`src/hw/rtl/raf_pkg.sv`:
```
// raf_pkg: shared types and constants for the registration association fsm
// item structs, mode enum, operation and result codes, register indexes
// no dependencies
package raf_pkg;

	localparam int DELAY_W     = 24;
	localparam int MAC_W       = 48;
	localparam int MSG_ID_W    = 16;
	localparam int HELLO_W     = 32;
	localparam int TTL_W       = 31;
	localparam int CFG_INDEX_W = 2;

	localparam logic [MAC_W-1:0] MAC_ALL = '1;

	// reset values of the configuration registers
	localparam logic [DELAY_W-1:0] BASE_DELAY_RST = 24'd2000;
	localparam logic [DELAY_W-1:0] DELAY_STEP_RST = 24'd1000;
	localparam logic [DELAY_W-1:0] DELAY_MAX_RST  = 24'd60000;

	// configuration register indexes
	localparam logic [CFG_INDEX_W-1:0] REG_BASE_DELAY = 2'd0;
	localparam logic [CFG_INDEX_W-1:0] REG_DELAY_STEP = 2'd1;
	localparam logic [CFG_INDEX_W-1:0] REG_DELAY_MAX  = 2'd2;

	// input operation codes
	localparam logic [2:0] OP_TICK  = 3'd0;
	localparam logic [2:0] OP_HELLO = 3'd1;
	localparam logic [2:0] OP_ASSOC = 3'd2;
	localparam logic [2:0] OP_CTRL  = 3'd3;
	localparam logic [2:0] OP_DATA  = 3'd4;

	// result kinds
	localparam logic [1:0] KIND_REG = 2'd0;
	localparam logic [1:0] KIND_ACK = 2'd1;
	localparam logic [1:0] KIND_ANS = 2'd2;

	typedef enum logic [2:0] {
		MODE_COLD    = 3'd0,
		MODE_UNKNOWN = 3'd1,
		MODE_KNOWN   = 3'd2,
		MODE_RENEW   = 3'd3,
		MODE_RUNNING = 3'd4
	} mode_t;

	typedef struct packed {
		logic [2:0]          operation;
		logic [MAC_W-1:0]    src_mac;
		logic [MSG_ID_W-1:0] msg_id;
		logic [HELLO_W-1:0]  hello_id;
		logic [TTL_W-1:0]    ttl;
	} raf_in_t;

	typedef struct packed {
		logic [1:0]          kind;
		logic [MAC_W-1:0]    dest_mac;
		logic [MSG_ID_W-1:0] out_msg_id;
		logic                last;
	} raf_out_t;

	typedef struct packed {
		logic [DELAY_W-1:0] base_delay;
		logic [DELAY_W-1:0] delay_step;
		logic [DELAY_W-1:0] delay_max;
	} raf_cfg_t;

	// fixed-width association state
	typedef struct packed {
		mode_t               mode;
		logic [DELAY_W-1:0]  backoff;
		logic [HELLO_W-1:0]  last_hello;
		logic [MAC_W-1:0]    master_mac;
		logic [MSG_ID_W-1:0] next_msg_id;
	} raf_ctl_t;

endpackage

```
`src/hw/rtl/raf_step.sv`:
```
// raf_step: one pass of the association state machine for one item
// combinational; next state and up to two result items
// depends on raf_pkg
module raf_step #(
	parameter int TIME_WIDTH = 32
) (
	input  raf_pkg::raf_in_t        ev,
	input  raf_pkg::raf_cfg_t       cfg,
	input  raf_pkg::raf_ctl_t       ctl,
	input  logic [TIME_WIDTH-1:0]   now_cur,
	input  logic [TIME_WIDTH-1:0]   nrt_cur,
	input  logic [TIME_WIDTH-1:0]   ttl_dl_cur,
	input  logic [TIME_WIDTH-1:0]   rnw_dl_cur,
	output raf_pkg::raf_ctl_t       ctl_nx,
	output logic [TIME_WIDTH-1:0]   now_nx,
	output logic [TIME_WIDTH-1:0]   nrt_nx,
	output logic [TIME_WIDTH-1:0]   ttl_dl_nx,
	output logic [TIME_WIDTH-1:0]   rnw_dl_nx,
	output raf_pkg::raf_out_t       r0,
	output raf_pkg::raf_out_t       r1,
	output logic [1:0]              nres
);

	// wrapping time compare: a - b negative
	function automatic logic t_lt(input logic [TIME_WIDTH-1:0] a,
			input logic [TIME_WIDTH-1:0] b);
		logic [TIME_WIDTH-1:0] d;
		d = a - b;
		return d[TIME_WIDTH-1];
	endfunction

	function automatic logic t_le(input logic [TIME_WIDTH-1:0] a,
			input logic [TIME_WIDTH-1:0] b);
		return t_lt(a, b) || (a == b);
	endfunction

	function automatic raf_pkg::raf_out_t mk(input logic [1:0] kind,
			input logic [raf_pkg::MAC_W-1:0] dest, input logic [raf_pkg::MSG_ID_W-1:0] id);
		raf_pkg::raf_out_t r;
		r.kind       = kind;
		r.dest_mac   = dest;
		r.out_msg_id = id;
		r.last       = 1'b0;
		return r;
	endfunction

	logic                            hello;
	logic [TIME_WIDTH-1:0]           now_n;
	logic [TIME_WIDTH-1:0]           nrt;
	logic [TIME_WIDTH-1:0]           tdl;
	logic [TIME_WIDTH-1:0]           rdl;
	raf_pkg::mode_t                  m;
	logic [raf_pkg::DELAY_W-1:0]     bo;
	logic [raf_pkg::DELAY_W:0]       bo_sum;
	logic [raf_pkg::HELLO_W-1:0]     lh;
	logic [raf_pkg::MAC_W-1:0]       mac;
	logic [raf_pkg::MSG_ID_W-1:0]    nmi;
	logic [1:0]                      cn;
	raf_pkg::raf_out_t               cand [3];

	// next state and the list of emitted items, in emission order
	always_comb begin
		hello  = (ev.operation == raf_pkg::OP_HELLO) && (ev.hello_id != ctl.last_hello);
		now_n  = now_cur + TIME_WIDTH'(ev.operation == raf_pkg::OP_TICK);
		nrt    = nrt_cur;
		tdl    = ttl_dl_cur;
		rdl    = rnw_dl_cur;
		m      = ctl.mode;
		bo     = ctl.backoff;
		bo_sum = '0;
		lh     = hello ? ev.hello_id : ctl.last_hello;
		mac    = ctl.master_mac;
		nmi    = ctl.next_msg_id;
		cn     = '0;
		cand[0] = '0;
		cand[1] = '0;
		cand[2] = '0;

		unique case (m) inside
			raf_pkg::MODE_COLD, raf_pkg::MODE_UNKNOWN: begin
				// first item after reset registers at once
				if (m == raf_pkg::MODE_COLD) begin
					cand[cn] = mk(raf_pkg::KIND_REG, mac, nmi);
					cn  = cn + 2'd1;
					nmi = nmi + 16'd1;
					m   = raf_pkg::MODE_UNKNOWN;
					bo  = cfg.base_delay;
					nrt = now_n + TIME_WIDTH'(cfg.base_delay);
				end
				if (hello) begin
					mac = ev.src_mac;
					nmi = ev.msg_id + 16'd1;
					bo  = cfg.base_delay;
					nrt = now_n + TIME_WIDTH'(cfg.base_delay);
					m   = raf_pkg::MODE_KNOWN;
				end else if (ev.operation == raf_pkg::OP_ASSOC) begin
					mac = ev.src_mac;
					nmi = ev.msg_id + 16'd1;
					m   = raf_pkg::MODE_RUNNING;
					cand[cn] = mk(raf_pkg::KIND_ACK, ev.src_mac, ev.msg_id);
					cn  = cn + 2'd1;
					bo  = cfg.base_delay;
					tdl = now_n + TIME_WIDTH'(ev.ttl);
					rdl = now_n + TIME_WIDTH'(ev.ttl >> 1);
				end
				// registration timer, also after an assoc
				if (t_lt(nrt, now_n)) begin
					cand[cn] = mk(raf_pkg::KIND_REG, mac, nmi);
					cn     = cn + 2'd1;
					nmi    = nmi + 16'd1;
					bo_sum = {1'b0, bo} + {1'b0, cfg.delay_step};
					bo     = (bo_sum > {1'b0, cfg.delay_max}) ? cfg.delay_max
						: bo_sum[raf_pkg::DELAY_W-1:0];
					nrt    = now_n + TIME_WIDTH'(bo);
				end
			end
			raf_pkg::MODE_KNOWN: begin
				if (hello) begin
					mac = ev.src_mac;
					nmi = ev.msg_id + 16'd1;
					bo  = cfg.base_delay;
					nrt = now_n + TIME_WIDTH'(cfg.base_delay);
				end else if (ev.operation == raf_pkg::OP_ASSOC) begin
					mac = ev.src_mac;
					nmi = ev.msg_id + 16'd1;
					m   = raf_pkg::MODE_RUNNING;
					cand[cn] = mk(raf_pkg::KIND_ACK, ev.src_mac, ev.msg_id);
					cn  = cn + 2'd1;
					bo  = cfg.base_delay;
					tdl = now_n + TIME_WIDTH'(ev.ttl);
					rdl = now_n + TIME_WIDTH'(ev.ttl >> 1);
				end
				if (m == raf_pkg::MODE_KNOWN) begin
					// backoff at its cap and run out: drop the master
					if (bo == cfg.delay_max && t_le(nrt, now_n)) begin
						mac = raf_pkg::MAC_ALL;
						lh  = '0;
						bo  = cfg.base_delay;
						nrt = now_n + TIME_WIDTH'(cfg.base_delay);
						m   = raf_pkg::MODE_UNKNOWN;
					end
					if (t_lt(nrt, now_n)) begin
						cand[cn] = mk(raf_pkg::KIND_REG, mac, nmi);
						cn     = cn + 2'd1;
						nmi    = nmi + 16'd1;
						bo_sum = {1'b0, bo} + {1'b0, cfg.delay_step};
						bo     = (bo_sum > {1'b0, cfg.delay_max}) ? cfg.delay_max
							: bo_sum[raf_pkg::DELAY_W-1:0];
						nrt    = now_n + TIME_WIDTH'(bo);
					end
				end
			end
			raf_pkg::MODE_RENEW: begin
				if (hello) begin
					mac = ev.src_mac;
					nmi = ev.msg_id + 16'd1;
					bo  = cfg.base_delay;
					nrt = now_n + TIME_WIDTH'(cfg.base_delay);
					m   = raf_pkg::MODE_KNOWN;
					cand[cn] = mk(raf_pkg::KIND_REG, mac, nmi);
					cn  = cn + 2'd1;
					nmi = nmi + 16'd1;
				end else if (ev.operation == raf_pkg::OP_ASSOC) begin
					mac = ev.src_mac;
					nmi = ev.msg_id + 16'd1;
					m   = raf_pkg::MODE_RUNNING;
					cand[cn] = mk(raf_pkg::KIND_ACK, ev.src_mac, ev.msg_id);
					cn  = cn + 2'd1;
					bo  = cfg.base_delay;
					tdl = now_n + TIME_WIDTH'(ev.ttl);
					rdl = now_n + TIME_WIDTH'(ev.ttl >> 1);
				end
				if (m == raf_pkg::MODE_RENEW) begin
					// resend: backoff grows before the item goes out
					if (t_lt(nrt, now_n)) begin
						bo_sum = {1'b0, bo} + {1'b0, cfg.delay_step};
						bo     = (bo_sum > {1'b0, cfg.delay_max}) ? cfg.delay_max
							: bo_sum[raf_pkg::DELAY_W-1:0];
						nrt    = now_n + TIME_WIDTH'(bo);
						cand[cn] = mk(raf_pkg::KIND_REG, mac, nmi);
						cn     = cn + 2'd1;
						nmi    = nmi + 16'd1;
					end
					// lifetime over: forget master, broadcast a registration
					if (t_le(tdl, now_n)) begin
						mac = raf_pkg::MAC_ALL;
						lh  = '0;
						m   = raf_pkg::MODE_UNKNOWN;
						bo  = cfg.base_delay;
						cand[cn] = mk(raf_pkg::KIND_REG, mac, nmi);
						cn  = cn + 2'd1;
						nmi = nmi + 16'd1;
					end
				end
			end
			default: begin
				// running
				if (hello) begin
					mac = ev.src_mac;
					nmi = ev.msg_id + 16'd1;
					bo  = cfg.base_delay;
					nrt = now_n + TIME_WIDTH'(cfg.base_delay);
					m   = raf_pkg::MODE_KNOWN;
				end else if (ev.operation == raf_pkg::OP_ASSOC) begin
					mac = ev.src_mac;
					nmi = ev.msg_id + 16'd1;
					m   = raf_pkg::MODE_RUNNING;
					cand[cn] = mk(raf_pkg::KIND_ACK, ev.src_mac, ev.msg_id);
					cn  = cn + 2'd1;
					bo  = cfg.base_delay;
					tdl = now_n + TIME_WIDTH'(ev.ttl);
					rdl = now_n + TIME_WIDTH'(ev.ttl >> 1);
				end else if (ev.operation == raf_pkg::OP_DATA) begin
					cand[cn] = mk(raf_pkg::KIND_ANS, mac, ev.msg_id);
					cn = cn + 2'd1;
				end
				// half lifetime gone: start renewing
				if (m == raf_pkg::MODE_RUNNING && t_le(rdl, now_n)) begin
					cand[cn] = mk(raf_pkg::KIND_REG, mac, nmi);
					cn  = cn + 2'd1;
					nmi = nmi + 16'd1;
					bo  = cfg.base_delay;
					nrt = now_n + TIME_WIDTH'(cfg.base_delay);
					m   = raf_pkg::MODE_RENEW;
				end
			end
		endcase

		ctl_nx.mode        = m;
		ctl_nx.backoff     = bo;
		ctl_nx.last_hello  = lh;
		ctl_nx.master_mac  = mac;
		ctl_nx.next_msg_id = nmi;
		now_nx    = now_n;
		nrt_nx    = nrt;
		ttl_dl_nx = tdl;
		rnw_dl_nx = rdl;
	end

	// output items: at most two, the final one marked
	always_comb begin
		nres = (cn > 2'd2) ? 2'd2 : cn;
		r0 = cand[0];
		r1 = cand[1];
		r0.last = (nres == 2'd1);
		r1.last = (nres == 2'd2);
	end

endmodule

```
`src/hw/rtl/raf_resq.sv`:
```
// raf_resq: two-entry result queue between the step logic and the output channel
// takes up to two items at once, hands out one per cycle while stall is low
// depends on raf_pkg
module raf_resq (
	input  logic              clk,
	input  logic              arst_n,
	input  logic              push,
	input  logic [1:0]        nres,
	input  raf_pkg::raf_out_t r0,
	input  raf_pkg::raf_out_t r1,
	input  logic              stall,
	output logic              room,
	output logic              valid,
	output raf_pkg::raf_out_t head
);

	logic [1:0]        cnt_q;
	raf_pkg::raf_out_t q0_q;
	raf_pkg::raf_out_t q1_q;
	logic              pop;

	// handshake and free space
	assign valid = (cnt_q != 2'd0);
	assign head  = q0_q;
	assign pop   = valid && !stall;
	assign room  = (cnt_q == 2'd0) || (cnt_q == 2'd1 && pop);

	// fill count
	always_ff @(posedge clk or negedge arst_n) begin
		if (!arst_n) begin
			cnt_q <= '0;
		end else if (push) begin
			cnt_q <= nres;
		end else if (pop) begin
			cnt_q <= cnt_q - 2'd1;
		end
	end

	// entries
	always_ff @(posedge clk) begin
		if (push) begin
			q0_q <= r0;
			q1_q <= r1;
		end else if (pop) begin
			q0_q <= q1_q;
		end
	end

endmodule

```
`src/hw/rtl/registration_association_fsm.sv`:
```
// registration_association_fsm: slave-side association state machine, top level
// an item's results are registered in the queue as it leaves the input register
// throughput: one item per cycle with up to one result, while res_stall is low;
//   with two results, the next item waits until the two-entry result queue has room
// reset: async active low; coldstart mode, cfg registers at defaults, queues empty
// depends on raf_pkg, raf_step, raf_resq
module registration_association_fsm #(
	parameter int TIME_WIDTH = 32
) (
	input  logic                                clk,
	input  logic                                arst_n,
	input  logic                                cfg_we,
	input  logic [raf_pkg::CFG_INDEX_W-1:0]     cfg_index,
	input  logic [raf_pkg::DELAY_W-1:0]         cfg_data,
	input  logic                                evt_valid,
	output logic                                evt_stall,
	input  raf_pkg::raf_in_t                    evt,
	output logic                                res_valid,
	input  logic                                res_stall,
	output raf_pkg::raf_out_t                   res
);

	raf_pkg::raf_cfg_t       cfg_q;
	raf_pkg::raf_ctl_t       ctl_q;
	raf_pkg::raf_ctl_t       ctl_nx;
	logic [TIME_WIDTH-1:0]   now_q;
	logic [TIME_WIDTH-1:0]   nrt_q;
	logic [TIME_WIDTH-1:0]   ttl_dl_q;
	logic [TIME_WIDTH-1:0]   rnw_dl_q;
	logic [TIME_WIDTH-1:0]   now_nx;
	logic [TIME_WIDTH-1:0]   nrt_nx;
	logic [TIME_WIDTH-1:0]   ttl_dl_nx;
	logic [TIME_WIDTH-1:0]   rnw_dl_nx;
	raf_pkg::raf_in_t        ev_s1;
	logic                    ev_v_s1;
	raf_pkg::raf_out_t       r0;
	raf_pkg::raf_out_t       r1;
	logic [1:0]              nres;
	logic                    room;
	logic                    dispatch;
	logic                    accept;

	// configuration registers
	always_ff @(posedge clk or negedge arst_n) begin
		if (!arst_n) begin
			cfg_q.base_delay <= raf_pkg::BASE_DELAY_RST;
			cfg_q.delay_step <= raf_pkg::DELAY_STEP_RST;
			cfg_q.delay_max  <= raf_pkg::DELAY_MAX_RST;
		end else if (cfg_we) begin
			unique case (cfg_index)
				raf_pkg::REG_BASE_DELAY: cfg_q.base_delay <= cfg_data;
				raf_pkg::REG_DELAY_STEP: cfg_q.delay_step <= cfg_data;
				raf_pkg::REG_DELAY_MAX:  cfg_q.delay_max  <= cfg_data;
				default: ;
			endcase
		end
	end

	// input register handshake
	assign dispatch  = ev_v_s1 && room;
	assign evt_stall = ev_v_s1 && !dispatch;
	assign accept    = evt_valid && !evt_stall;

	always_ff @(posedge clk or negedge arst_n) begin
		if (!arst_n) begin
			ev_v_s1 <= 1'b0;
		end else if (accept) begin
			ev_v_s1 <= 1'b1;
		end else if (dispatch) begin
			ev_v_s1 <= 1'b0;
		end
	end

	always_ff @(posedge clk) begin
		if (accept) begin
			ev_s1 <= evt;
		end
	end

	// one pass of the state machine
	raf_step #(
		.TIME_WIDTH(TIME_WIDTH)
	) u_step (
		.ev        (ev_s1),
		.cfg       (cfg_q),
		.ctl       (ctl_q),
		.now_cur   (now_q),
		.nrt_cur   (nrt_q),
		.ttl_dl_cur(ttl_dl_q),
		.rnw_dl_cur(rnw_dl_q),
		.ctl_nx    (ctl_nx),
		.now_nx    (now_nx),
		.nrt_nx    (nrt_nx),
		.ttl_dl_nx (ttl_dl_nx),
		.rnw_dl_nx (rnw_dl_nx),
		.r0        (r0),
		.r1        (r1),
		.nres      (nres)
	);

	// association state, updated when an item leaves the input register
	always_ff @(posedge clk or negedge arst_n) begin
		if (!arst_n) begin
			ctl_q.mode        <= raf_pkg::MODE_COLD;
			ctl_q.backoff     <= raf_pkg::BASE_DELAY_RST;
			ctl_q.last_hello  <= '0;
			ctl_q.master_mac  <= raf_pkg::MAC_ALL;
			ctl_q.next_msg_id <= 16'd1;
			now_q             <= '0;
			nrt_q             <= '0;
		end else if (dispatch) begin
			ctl_q <= ctl_nx;
			now_q <= now_nx;
			nrt_q <= nrt_nx;
		end
	end

	// deadlines are written by an assoc before any use
	always_ff @(posedge clk) begin
		if (dispatch) begin
			ttl_dl_q <= ttl_dl_nx;
			rnw_dl_q <= rnw_dl_nx;
		end
	end

	// result queue
	raf_resq u_resq (
		.clk   (clk),
		.arst_n(arst_n),
		.push  (dispatch),
		.nres  (nres),
		.r0    (r0),
		.r1    (r1),
		.stall (res_stall),
		.room  (room),
		.valid (res_valid),
		.head  (res)
	);

endmodule

```
`config.mk`:
```
export PLATFORM = sky130hd
export DESIGN_NAME = registration_association_fsm
export DESIGN_NICKNAME = d
export VERILOG_FILES = /design/src/hw/rtl/raf_pkg.sv /design/src/hw/rtl/raf_step.sv /design/src/hw/rtl/raf_resq.sv /design/src/hw/rtl/registration_association_fsm.sv
export SDC_FILE = /design/constraint.sdc
export NUM_CORES = 2
export LEC_CHECK = 0
export ABC_AREA = 1
export BUFFER_PORTS_ARGS = -buffer_cell sky130_fd_sc_hd__buf_2
export CAP_MARGIN = 5
export CORE_MARGIN = 8
export CORE_UTILIZATION = 30
export DETAILED_ROUTE_END_ITERATION = 6
export GPL_TIMING_DRIVEN = 1
export PLACE_DENSITY = 0.53
export SETUP_SLACK_MARGIN = 0.2
export SLEW_MARGIN = 5
export SYNTH_ARGS = -nofsm -noshare
export SYNTH_HDL_FRONTEND = slang
export SYNTH_SLANG_ARGS = --single-unit
export TNS_END_PERCENT = 10
```
`constraint.sdc`:
```
create_clock -name clk -period 17.23 [get_ports clk]
set_clock_uncertainty 0.2 [all_clocks]
set_input_delay 3.446 -clock clk [delete_from_list [all_inputs] [get_ports clk]]
set_output_delay 3.446 -clock clk [all_outputs]
set_load 0.1 [all_outputs]
```
=== Yosys cells after proc, flatten, opt, wreduce, memory -nomap -nowiden ===
Index checks and enable logic that the tools add are counted.

* Reductions and logical operators: 34
* $lt $le $gt $ge: 16
* Muxes and demuxes: 172
* Add/subtract/negate cells: 31
* Equal/unequal tests: 20
* Bitwise operators: 6

{| class="wikitable"
|+ Operators by type and width
! operator !! count
|-
| 2-to-1 mux 201 bit || 12
|-
| bitwise mux 201 bit || 6
|-
| 2-to-1 mux 67 bit || 17
|-
| 2-to-1 mux 32 bit || 28
|-
| demux 67 bit (select 2 bit) || 6
|-
| case mux 201 bit (3 select lines) || 1
|-
| 2-to-1 mux 48 bit || 11
|-
| 2-to-1 mux 24 bit || 21
|-
| 2-to-1 mux 16 bit || 19
|-
| subtractor 32 bit || 6
|-
| case mux 48 bit (3 select lines) || 1
|-
| adder 16 x 1 -> 16 bit, second input constant || 8
|-
| adder 32 x 24 -> 32 bit || 4
|-
| == test 32 bit || 3
|-
| case mux 32 bit (3 select lines) || 1
|-
| adder 24 x 24 -> 25 bit || 3
|-
| greater-than comparator 25 x 24 -> 1 bit || 3
|-
| case mux 24 bit (3 select lines) || 1
|-
| 2-to-1 mux 66 bit || 1
|-
| 2-to-1 mux 65 bit || 1
|-
| case mux 32 bit (2 select lines) || 1
|-
| case mux 16 bit (3 select lines) || 1
|-
| 2-to-1 mux 2 bit || 23
|-
| 2-to-1 mux 3 bit || 14
|-
| other kinds (29) || 87
|}

* Word-level logic and storage cells: 306
* Input port bits: 161
* Output and inout bits: 69
* Register bits after elaboration: 590

=== Longest topological paths before layout ===
* Depth in word-level cells: 19
* Depth in mapped cells: 95
* Mapped depth without buffers: 91

=== Cells and area by module ===
Synthesis repeated with hierarchy kept, for this count alone.

* Cell total of the unflattened synthesis: 8794
* Area, all modules: 59140.5 sq um

{| class="wikitable"
|+ By module, submodules not included
! module !! cells an instance !! times used !! area each (sq um) !! seq. area each (sq um)
|-
| raf_step || 7110 || 1 || 38169.1 || 0.0
|-
| registration_association_fsm || 1311 || 1 || 15927.8 || 12424.4
|-
| raf_resq || 373 || 1 || 5043.6 || 4073.9
|}

=== Least setup slack after synthesis ===
No wires, ideal clock.

* Path type: register to register
* From: register ev_s1[127] (netlist bit)
* To: register nrt_q[30]
* Cell stages (with the launch flop): 94
* Slack: 3344 ps
* Library setup time: 81 ps
* Clock period less this slack: 13886 ps
* Path buffers: 4
* Data arrival time: 13605 ps
* Cell sequence: edfxtp_1 > nor3_1 > ha_1 > ha_1 > nand2_1 > nor2_1 > nand2_2 > inv_1 > nand2_1 > o21ai_0 > inv_1 > ha_1 > nand2_1 > o21ai_0 > a21boi_1 > o21ai_0 > a21boi_1 > o21ai_0 > (+58 left out) > nand2_1 > a21oi_1 > o21ai_0 > a21oi_1 > inv_1 > a21oi_1 > o21ai_0 > a21oi_1 > o21ai_0 > inv_1 > nor2_1 > nand2_1 > xor2_1 > nand2_1 > nand3_1 > nand3_1 > nand2_1 > nand2_1

* Word-level cells in the longest chain between the ends: 18

{| class="wikitable"
|+ Ends and longest elaborated chain
! item !! line !! RTL
|-
| start: declaration || registration_association_fsm.sv:34 || <nowiki>raf_pkg::raf_in_t ev_s1;</nowiki>
|-
| start signal: assignment || registration_association_fsm.sv:76 || <nowiki>ev_s1 <= evt;</nowiki>
|-
| zero test 3 bit (*) || raf_step.sv:64 || <nowiki>now_n = now_cur + TIME_WIDTH'(ev.operation == raf_pkg::OP_TICK);</nowiki>
|-
| adder 32 x 1 -> 32 bit (*) || raf_step.sv:64 ||
|-
| net now_nx[10] || registration_association_fsm.sv:30 || <nowiki>logic [TIME_WIDTH-1:0] now_nx;</nowiki>
|-
| adder 32 x 24 -> 32 bit || n/a ||
|-
| 2-to-1 mux 32 bit || raf_step.sv:118, raf_step.sv:154 ||
|-
| 2-to-1 mux 32 bit || raf_step.sv:79 || <nowiki>unique case (m) inside</nowiki>
|-
| subtractor 32 bit or == test 32 bit (tied branches) || raf_step.sv:28, raf_step.sv:34 ||
|-
| logical OR 1 bit || raf_step.sv:34 || <nowiki>return t_lt(a, b) || (a == b);</nowiki>
|-
| (+3 left out) || n/a ||
|-
| 2-to-1 mux 24 bit || raf_step.sv:79 ||
|-
| adder 24 x 24 -> 25 bit || raf_step.sv:146 || <nowiki>bo_sum = {1'b0, bo} + {1'b0, cfg.delay_step};</nowiki>
|-
| greater-than comparator 25 x 24 -> 1 bit || raf_step.sv:147 || <nowiki>bo = (bo_sum > {1'b0, cfg.delay_max}) ? cfg.delay_max</nowiki>
|-
| 2-to-1 mux 24 bit || raf_step.sv:147 ||
|-
| adder 32 x 24 -> 32 bit || raf_step.sv:149 || <nowiki>nrt = now_n + TIME_WIDTH'(bo);</nowiki>
|-
| 2-to-1 mux 32 bit || raf_step.sv:142 || <nowiki>if (t_lt(nrt, now_n)) begin</nowiki>
|-
| 2-to-1 mux 32 bit || raf_step.sv:133 || <nowiki>if (m == raf_pkg::MODE_KNOWN) begin</nowiki>
|-
| case mux 32 bit (3 select lines) (*) || raf_step.sv:79 ||
|-
| end signal: assignment || registration_association_fsm.sv:114 || <nowiki>nrt_q <= nrt_nx;</nowiki>
|-
| end: declaration || registration_association_fsm.sv:27 || <nowiki>logic [TIME_WIDTH-1:0] nrt_q;</nowiki>
|}

The timed path passes the listed nets; every way through them passes the cells marked *. The select of a mux whose other input is x is not followed.
A chain may end at the register's enable or synchronous reset.

=== Worst setup path after layout ===
Same ends and word-level chain as after synthesis.

==> impl_metrics.yaml <==
outcome:
  outcome: "complete, but fails checks"
  violations: "design-rule violations"
clock_tree:
  cts_tree: "built"
  numCtsBuffers: 82
  ctsLongestPathBuffers: 3
  clkTransAtPathRegs_ns: 0.06
  cts_sinks: 589
  cts_root_buf: "clkbuf_16"
  clock_latency_ns: 0.77
  cts.htree.levels: 3
  ctsHoldBuffers: 0
global_route:
  grt_start_max_net_pins: 182
  grt_usage: 0.235
  grt_pass1_wl_um: 393000
  grt-ovfl-total: 0
  grt_pass1_vias: 60800
  antenna_found_initial: 11
drt:
  initialDrtViolationCount: 7423
  viasPerCell: 5.63
  via_count: 64200
  drt_pre_antenna_iters: 7
  wl_per_cell_um: 23.4
  drcViolationCount: 6
  wirelength_um: 266000
  postRouteAntennaNets: 0
placement:
  dp_hpwl_um: 184000
  preCtsSetupSlack_ns: 0.371
  io_buffers: 229
  place_area_um2: 63600
  place.gp.congestion: 0.972
finish:
  final_common_cell: "nand2_1"
  syn_to_final_growth_pct: 11.3
  design_area_um2: 66500
  drive_gt1_frac: 0.0886
  fin_nets: 9318
  final_cell_mix: "nand2_1 (1861), inv_1 (1080), o21ai_0 (841), a21oi_1 (758), nor2_1 (544)"
  fillers: 21400
worst_hold_path:
  hold_start: "now_q[31]$_DFFE_PN0P_"
  min_path_type: "flip-flop to flip-flop"
die:
  die_h_um: 462
  ios: 230
  coreArea_um2: 199000
  start_util: 0.301
  rows: 164
  die-area_um2: 214000
  die-width_um: 462
synthesis:
  synth-async-reset-ratio: 0.445
  netlist_top_cells_area: "edfxtp_1 (16%), nand2_1 (12%), ha_1 (10%)"
  syn_area_per_cell_um2: 6.88
  syn_area_um2: 59800
  yosysWarnings: 0
  syn_nets: 9338
  synth_seq_cells: 589
  synth_flop_cell: "edfxtp_1"
  ys_seq_area_frac: 0.276
  synth_top_cell_area_share: 0.164
  synth.distinct_cells: 73
  synthCells: 8691
  synth_edf_count: 327
  yosys.area.top_type: "edfxtp_1"
critical_path:
  crit_type: "flip-flop to flip-flop"
  crit_top_cell: "nand2_1"
  r2r_start: "ev_s1[127]$_DFFE_PP_"
  critical_path.max_stage_delay_ns: 0.48
  end_kind: "flip-flop"
  cp.arrival_ns: 16.01
  cp.required_ns: 17.67
  path_max_fanout: 27
  cp-start-kind: "flip-flop"
  setup.worst_path.start: "ev_s1[127]$_DFFE_PP_"
  cp_slowest_cell: "edfxtp_1"
job:
  maxCapViolCount: 0
timing:
  finalSetupViolations: 0
  holdWs_ns: 0.305
  final-max-slew-violation-count: 0
  max_slew.worst_pin.slew_ns: 1.32
  clock.fmax_mhz: 64.3
  setup_ws_ns: 1.67
  rsz0062_at_grt: "no"
  fin_crit_sh: 0.903
  final.min_clock_period_ns: 15.56
  fin_tns_setup_ns: 0
  relSlewSlack: 0.110
  final_hold_viol_count: 0
==> flip-flops by register name, indices dropped and copies added (netlist names) <==
signal,flops
cfg_q,72
u_resq.cnt_q,2
rnw_dl_q,32
u_resq.q1_q,66
ctl_q,123
ev_v_s1,1
u_resq.head,67
now_q,32
ev_s1,130
nrt_q,32
ttl_dl_q,32
==> layer usage <==
metal / vias to the layer above / wire length, um / track usage
li1: 29700 / - / -
met1: 30400 / 117000 / 0.327
met2: 3494 / 112000 / 0.353
met3: 642 / 26100 / 0.0505
met4: 6 / 11600 / 0.0966
met5: - / 34 / 0
==> synth_stat cells (62+ instances only) <==
cell type,instances
inv_1,1085
nand2_1,1870
dfrtp_1,188
o211ai_1,279
nor2_1,555
dfstp_2,74
buf_2,67
clkbuf_1,318
o21ai_0,849
or2_2,82
a22oi_1,96
nor3_1,76
nand4_1,164
a21oi_1,759
xor2_1,179
ha_1,477
xnor2_1,107
nand3_1,496
nand3b_1,62
edfxtp_1,327
==> layout make-up <==
cell class	count	area, um^2	area share
multi-input combinational	6520	37400	0.562
sequential	589	16500	0.248
inverter	1119	4240	0.0637
tap	2656	3320	0.0499
clock buffer	102	2230	0.0335
timing repair buffer	359	2180	0.0328
clock inverter	49	693	0.0104
antenna	4	10.0	0.000150
==> critical path: cells and delay by family (launching register included) <==
| kind | cells | cell delay, ns |
|---|---|---|
| buffers and inverters | 11 | 1.25 |
| XOR/XNOR | 3 | 0.57 |
| AO/OA/AOI/OAI | 31 | 6.32 |
| AND/OR/NAND/NOR | 37 | 4.25 |
| adder cells (fa/ha/maj) | 8 | 2.35 |
| flip-flops | 1 | 0.48 |
==> logic make-up after synthesis <==
| family | share of synthesized area |
|---|---|
| buffers and inverters | 0.103 |
| AO/OA/AOI/OAI | 0.230 |
| adder cells (fa/ha/maj) | 0.103 |
| flip-flops | 0.276 |
| AND/OR/NAND/NOR | 0.245 |
| multiplexers | 0.000837 |
| XOR/XNOR | 0.0435 |
==> worst paths after layout <==
check                      slack, ns                     end  depth (start not counted)
max                             1.67   nrt_q[30]$_DFFE_PN0P_                         90
min                             0.30   now_q[31]$_DFFE_PN0P_                          2
max reg2reg                     1.67   nrt_q[30]$_DFFE_PN0P_                         90
min reg2reg                     0.30   now_q[31]$_DFFE_PN0P_                          2
max in group asynchronous      11.52  ctl_q[122]$_DFFE_PN0P_                          4
min in group asynchronous       2.47   ctl_q[89]$_DFFE_PN0P_                          1
==> metrics by stage <==
stage / cells / util
finish: 11400 / 0.335
global route: 11400 / 0.335
CTS: 11400 / 0.334
detailed placement: 11200 / 0.320
global placement: 11200 / 0.320
floorplan: 8691 / -
==> repair_timing <==
action / in CTS / in global routing
buffers inserted: 0 / 0
hold endpoints to repair: 0 / 0
setup endpoints to repair: 0 / 15
resized for setup: 0 / 14
Power is left out: the tool's default activity adds up to more than one toggle a clock period on the data nets, which glitch-free logic cannot reach.
